===== config.mk =====
export PLATFORM = sky130hd
export DESIGN_NAME = bgc_outq
export DESIGN_NICKNAME = d
export VERILOG_FILES = /design/src/sv/bigram_table_codec_top_macros.svh /design/src/sv/bgc_pkg.sv /design/src/sv/bgc_outq.sv
export SDC_FILE = /design/constraint.sdc
export NUM_CORES = 1
export LEC_CHECK = 0
export BUFFER_PORTS_ARGS = -buffer_cell sky130_fd_sc_hd__buf_2
export CAP_MARGIN = 20
export CORE_ASPECT_RATIO = 1.75
export CORE_MARGIN = 10
export CORE_UTILIZATION = 45
export CTS_CLUSTER_DIAMETER = 80
export DETAILED_ROUTE_END_ITERATION = 6
export GPL_TIMING_DRIVEN = 0
export PLACE_DENSITY = 0.66
export SLEW_MARGIN = 15
export SYNTH_ARGS = -nofsm -noshare
export SYNTH_HDL_FRONTEND = slang
export SYNTH_SLANG_ARGS = --single-unit

===== constraint.sdc =====
create_clock -name clk -period 4.2 [get_ports clk]
set_input_delay 1.05 -clock clk [delete_from_list [all_inputs] [get_ports clk]]
set_output_delay 1.05 -clock clk [all_outputs]
set_load 0.01 [all_outputs]

===== src/sv/bigram_table_codec_top_macros.svh =====
// Assertion macros for the bigram table codec.
// Used by bigram_table_codec_top; the macros expect clk and rst_n in scope.
`ifndef BIGRAM_TABLE_CODEC_TOP_MACROS_SVH
`define BIGRAM_TABLE_CODEC_TOP_MACROS_SVH

`ifndef ASSERT_OFF
// Plain property, checked outside reset
`define BGC_ASSERT(lbl, prop, msg) \
  lbl: assert property (@(posedge clk) disable iff (!rst_n) (prop)) else $error(msg);
// Implication, checked outside reset
`define BGC_ASSERT_IMP(lbl, ante, cons, msg) \
  lbl: assert property (@(posedge clk) disable iff (!rst_n) (ante) |-> (cons)) else $error(msg);
// Next-cycle implication, checked outside reset
`define BGC_ASSERT_NXT(lbl, ante, cons, msg) \
  lbl: assert property (@(posedge clk) disable iff (!rst_n) (ante) |=> (cons)) else $error(msg);
`else
`define BGC_ASSERT(lbl, prop, msg)
`define BGC_ASSERT_IMP(lbl, ante, cons, msg)
`define BGC_ASSERT_NXT(lbl, ante, cons, msg)
`endif

`endif


===== src/sv/bgc_pkg.sv =====
// Shared types and constants of the bigram table codec.
// No dependencies; imported by every module of the block.
`timescale 1ns / 1ps

package bgc_pkg;

  // Fixed field widths
  localparam int IDX_W  = 7;
  localparam int PAIR_W = 16;
  localparam int LEN_W  = 16;

  // Item kinds
  localparam logic [1:0] KIND_LOAD = 2'd0;
  localparam logic [1:0] KIND_ENC  = 2'd1;
  localparam logic [1:0] KIND_DEC  = 2'd2;

  localparam logic [7:0]       CODE_BASE   = 8'h80;
  localparam logic [LEN_W-1:0] MAX_LEN_RST = 16'd256;

  // Result queue
  localparam int OQ_DEPTH = 4;
  localparam int OQ_PTR_W = 2;
  localparam int OQ_CNT_W = 3;

  // Table write port
  typedef struct packed {
    logic              en;
    logic [IDX_W-1:0]  idx;
    logic [PAIR_W-1:0] pair;
  } wr_t;

  // Token travelling down the chain of cells
  typedef struct packed {
    logic              vld;
    logic              enc;   // 1: pair search, 0: code lookup
    logic [PAIR_W-1:0] key;   // pair, or code index in the low bits
    logic              done;  // search settled
    logic              hit;
    logic [IDX_W-1:0]  idx;
    logic [PAIR_W-1:0] data;  // looked-up pair
  } tok_t;

  // One result beat
  typedef struct packed {
    logic [7:0] data;
    logic       has;
    logic       eos;
  } res_t;

  // Up to two results pushed at once
  typedef struct packed {
    logic [1:0] cnt;
    res_t       r0;
    res_t       r1;
  } push_t;

endpackage


===== src/sv/bgc_outq.sv =====
// Result queue: takes up to two beats a cycle, hands one a cycle downstream while out_stall is low.
// Depends on bgc_pkg.
`timescale 1ns / 1ps

module bgc_outq (
  input  logic                            clk,
  input  logic                            rst_n,
  input  bgc_pkg::push_t                  push,
  output logic                            out_valid,
  input  logic                            out_stall,
  output bgc_pkg::res_t                   head,
  output logic [bgc_pkg::OQ_CNT_W-1:0]    level
);
  import bgc_pkg::*;

  res_t                mem_r [0:OQ_DEPTH-1];
  logic [OQ_PTR_W-1:0] wr_ptr_r;
  logic [OQ_PTR_W-1:0] rd_ptr_r;
  logic [OQ_CNT_W-1:0] cnt_r;
  logic [OQ_CNT_W-1:0] cnt_nxt;
  logic                pop;

  assign pop       = (cnt_r != '0) && !out_stall;
  assign out_valid = (cnt_r != '0);
  assign head      = mem_r[rd_ptr_r];
  assign level     = cnt_r;
  assign cnt_nxt   = cnt_r + OQ_CNT_W'(push.cnt) - OQ_CNT_W'(pop);

  // Storage
  always_ff @(posedge clk) begin
    if (push.cnt != 2'd0) begin
      mem_r[wr_ptr_r] <= push.r0;
    end
    if (push.cnt == 2'd2) begin
      mem_r[wr_ptr_r + OQ_PTR_W'(1)] <= push.r1;
    end
  end

  // Pointers and fill
  always_ff @(posedge clk) begin
    if (!rst_n) begin
      wr_ptr_r <= '0;
      rd_ptr_r <= '0;
      cnt_r    <= '0;
    end else begin
      wr_ptr_r <= wr_ptr_r + OQ_PTR_W'(push.cnt);
      rd_ptr_r <= rd_ptr_r + OQ_PTR_W'(pop);
      cnt_r    <= cnt_nxt;
    end
  end

endmodule


==> impl_metrics.env <==
export IMPL_status="finished, final reports clean"
export IMPL_layout_worst_path_cycle_share=0.683
export IMPL_gp_routability_congestion=0.724
export IMPL_yosys_area_top_type="edfxtp_1"
export IMPL_path_clk_slew_ps=80
export IMPL_clock_skew_final_ps=5.23
export IMPL_slowest_stage="mux4_2"
export IMPL_core_region_area_um2=5020
export IMPL_post_synth_num_cell_types=28
export IMPL_via_per_inst=5.79
export IMPL_total_die_area_um2=8610
export IMPL_layout_nets=219
export IMPL_critical_path_source_type="flop"
export IMPL_yosysSeqAreaShare=0.572
export IMPL_worst_path_dominant_cell_family="multiplexers"
export IMPL_clockRootBuffer="clkbuf_8"
export IMPL_cts_htree_levels=2
export IMPL_clock_path_buffers=2
export IMPL_synth_area_leaders="edfxtp_1 51%, mux2_2 19%, mux4_2 9.6%"
export IMPL_grt_setup_unrepaired="false"
export IMPL_grt_antenna_before_repair=0
export IMPL_cellPowerDensity_nw_per_um2=446
export IMPL_power_leakage_nw=0.996
export IMPL_worst_endpoint_arrival_ps=1820
export IMPL_critPathKind="reg2out"
export IMPL_tritoncts_num_buffers=5
export IMPL_drv_cap=0
export IMPL_cts_tree="done"
export IMPL_synthArstFlopShare=0
export IMPL_drt_iter0_markers=64
export IMPL_vdd_ir_drop_max_mv=0.264
export IMPL_flip_flop_and_latch_count_after_synthesis=47
export IMPL_post_synth_top_area_share=0.512
export IMPL_post_route_min_period_ps=2870
export IMPL_die_width_um=74.6
export IMPL_worst_stage_delay_on_the_critical_path_ps=570
export IMPL_fillCellCount=443
export IMPL_postLayoutCoreUtil=0.541
export IMPL_worst_path_buf_inv=2
export IMPL_rr_startpoint="level[2]"
export IMPL_io_pins=39
export IMPL_report_final_setup_viol=0
export IMPL_synthesis_nets=172
export IMPL_totalNegativeSetupSlack_ps=0
export IMPL_grt_pass1_wl_um=8150
export IMPL_avgRoutedWirePerCell_um=21.8
export IMPL_final_hold_viol_count=0
export IMPL_grt_max_degree=16
export IMPL_hold_path_class="reg2reg"
export IMPL_cts_setup_buffers=0
export IMPL_netlist_instances=143
export IMPL_yosys_warnings=0
export IMPL_cts_sinks=47
export IMPL_slew_viol_final=0
export IMPL_max_clock_freq_mhz=349
export IMPL_detailedPlacementHpwl_um=3860
export IMPL_initial_core_utilization=0.467
export IMPL_layoutNonFillerInstCount=245
export IMPL_drt_antenna_violating_nets=0
export IMPL_synthFlopType="edfxtp_1"
export IMPL_cell_mode_on_critical_path="buf_2"
export IMPL_cts_hold_buffers=0
export IMPL_drc=0
export IMPL_area_delta_synth_final_pct=15.8
export IMPL_core_rowCount=34
export IMPL_syn_area_per_cell_um2=16.4
export IMPL_post_route_cells_drive_above_1_share=0.555
export IMPL_dieHeight_um=115
export IMPL_critical_path_peak_fanout=10
export IMPL_post_cts_resize_count=0
export IMPL_wirelength_um=5330
export IMPL_placed_cells=237
export IMPL_clock_latency_ps=300
export IMPL_cp_cell_sequence="buf_2 -> mux4_2 -> buf_2"
export IMPL_cp_required_ps=3150
export IMPL_routed_via_count=1419
export IMPL_cp_startpoint="rd_ptr_r[0]"
export IMPL_place_port_buffers=38
export IMPL_hold_path_startpoint="rd_ptr_r[1]"
export IMPL_globalRoute_totalOverflow=0
export IMPL_grt_pass1_vias=1544
export IMPL_max_slew_worst_pin_slew_ps=1110
export IMPL_netlist_area_um2=2340
export IMPL_critical_path_endpoint_type="primary output"
export IMPL_synth_edff_count=40
export IMPL_grt_util_all_layers=0.130
export IMPL_diodes_inserted=0
export IMPL_maxSlewHeadroom=0.254
export IMPL_drtPass1Iterations=5
per-layer routing:
metal  global-route usage  share of wire
met1                0.128           0.35
met5                    0              0
met3               0.0308          0.057
met4               0.0457          0.014
met2                0.250           0.58
final timing paths:
check	end	depth (start not counted)	slack (ps)
setup / recovery	head[3]	3	1330
hold / removal	rd_ptr_r[1]	2	610
setup reg to reg	level[2]	8	1970
hold reg to reg	rd_ptr_r[1]	2	610
sequential cells by signal (all words and copies together), names as in the netlist:
| register | flops |
|---|---|
| rd_ptr_r | 2 |
| level | 3 |
| wr_ptr_r | 2 |
| mem_r | 40 |
power breakdown:
group	switching, mW	leakage [nW]	internal [mW]
clock	0.158	0.0402	0.116
combinational	0.172	0.523	0.168
sequential	0.0254	0.433	0.571
cell families after synthesis:
| logic type | count (synthesis) | share of synthesized area |
|---|---|---|
| flip-flops | 47 | 0.572 |
| adder cells (fa/ha/maj) | 4 | 0.0245 |
| XOR/XNOR | 4 | 0.0149 |
| AO/OA/AOI/OAI | 7 | 0.0192 |
| AND/OR/NAND/NOR | 21 | 0.0587 |
| multiplexers | 50 | 0.288 |
| buffers and inverters | 10 | 0.0224 |
cells in the final DEF (no fill, tap or decap):
master      instances
or3_1               3
clkinv_2            1
nor2_1              3
mux2_2             40
nor2b_1             2
nand2_1             2
nand3_1             1
mux4_2             10
clkbuf_1            1
and3b_1             1
o21ai_0             2
o31ai_2             1
ha_1                3
fa_1                1
and2_1              5
nor4_4              1
inv_1               4
a21boi_0            2
buf_4               2
nor3_1              1
buf_2              41
a21o_1              1
xnor2_1             4
clkinvlp_4          2
and3b_2             1
nand2b_1            1
a21oi_1             1
edfxtp_1           40
buf_6               2
clkbuf_8            5
dfxtp_1             7
through the flow:
step,hold WS (ps),instance area (um^2),worst slack (ps),power [mW]
after CTS,616,2720,1280,1.22
after global routing,634,2720,1210,1.28
final,606,2720,1330,1.21
after floorplan,531,2340,1850,0.823
after detailed placement,604,2630,1430,0.955
after global placement,556,2600,1000,0.928
tightest hold or removal path, cell delays in order, from the launching register on:
cell	delay [ps]
dfxtp_1	370
or3_1	130
a21boi_0	70
cell type report:
type | count | area, um^2 | share of cell area
repair buffers | 40 | 209 | 0.0770
clock inverters | 3 | 20.0 | 0.00737
inverters | 4 | 15.0 | 0.00553
flip-flops and latches | 47 | 1340 | 0.494
clock buffers | 5 | 68.8 | 0.0253
well taps | 54 | 67.6 | 0.0249
multi-input cells | 86 | 956 | 0.352
plain buffers | 6 | 37.5 | 0.0138
cells in the mapped netlist, drive strengths merged (3+ instances only):
| cell | n |
|---|---|
| buf | 5 |
| dfxtp | 7 |
| inv | 4 |
| mux2 | 40 |
| and2 | 5 |
| xnor2 | 4 |
| edfxtp | 40 |
| or3 | 3 |
| mux4 | 10 |
| ha | 3 |
| nor2 | 3 |
(Power assumes the default switching activity.)
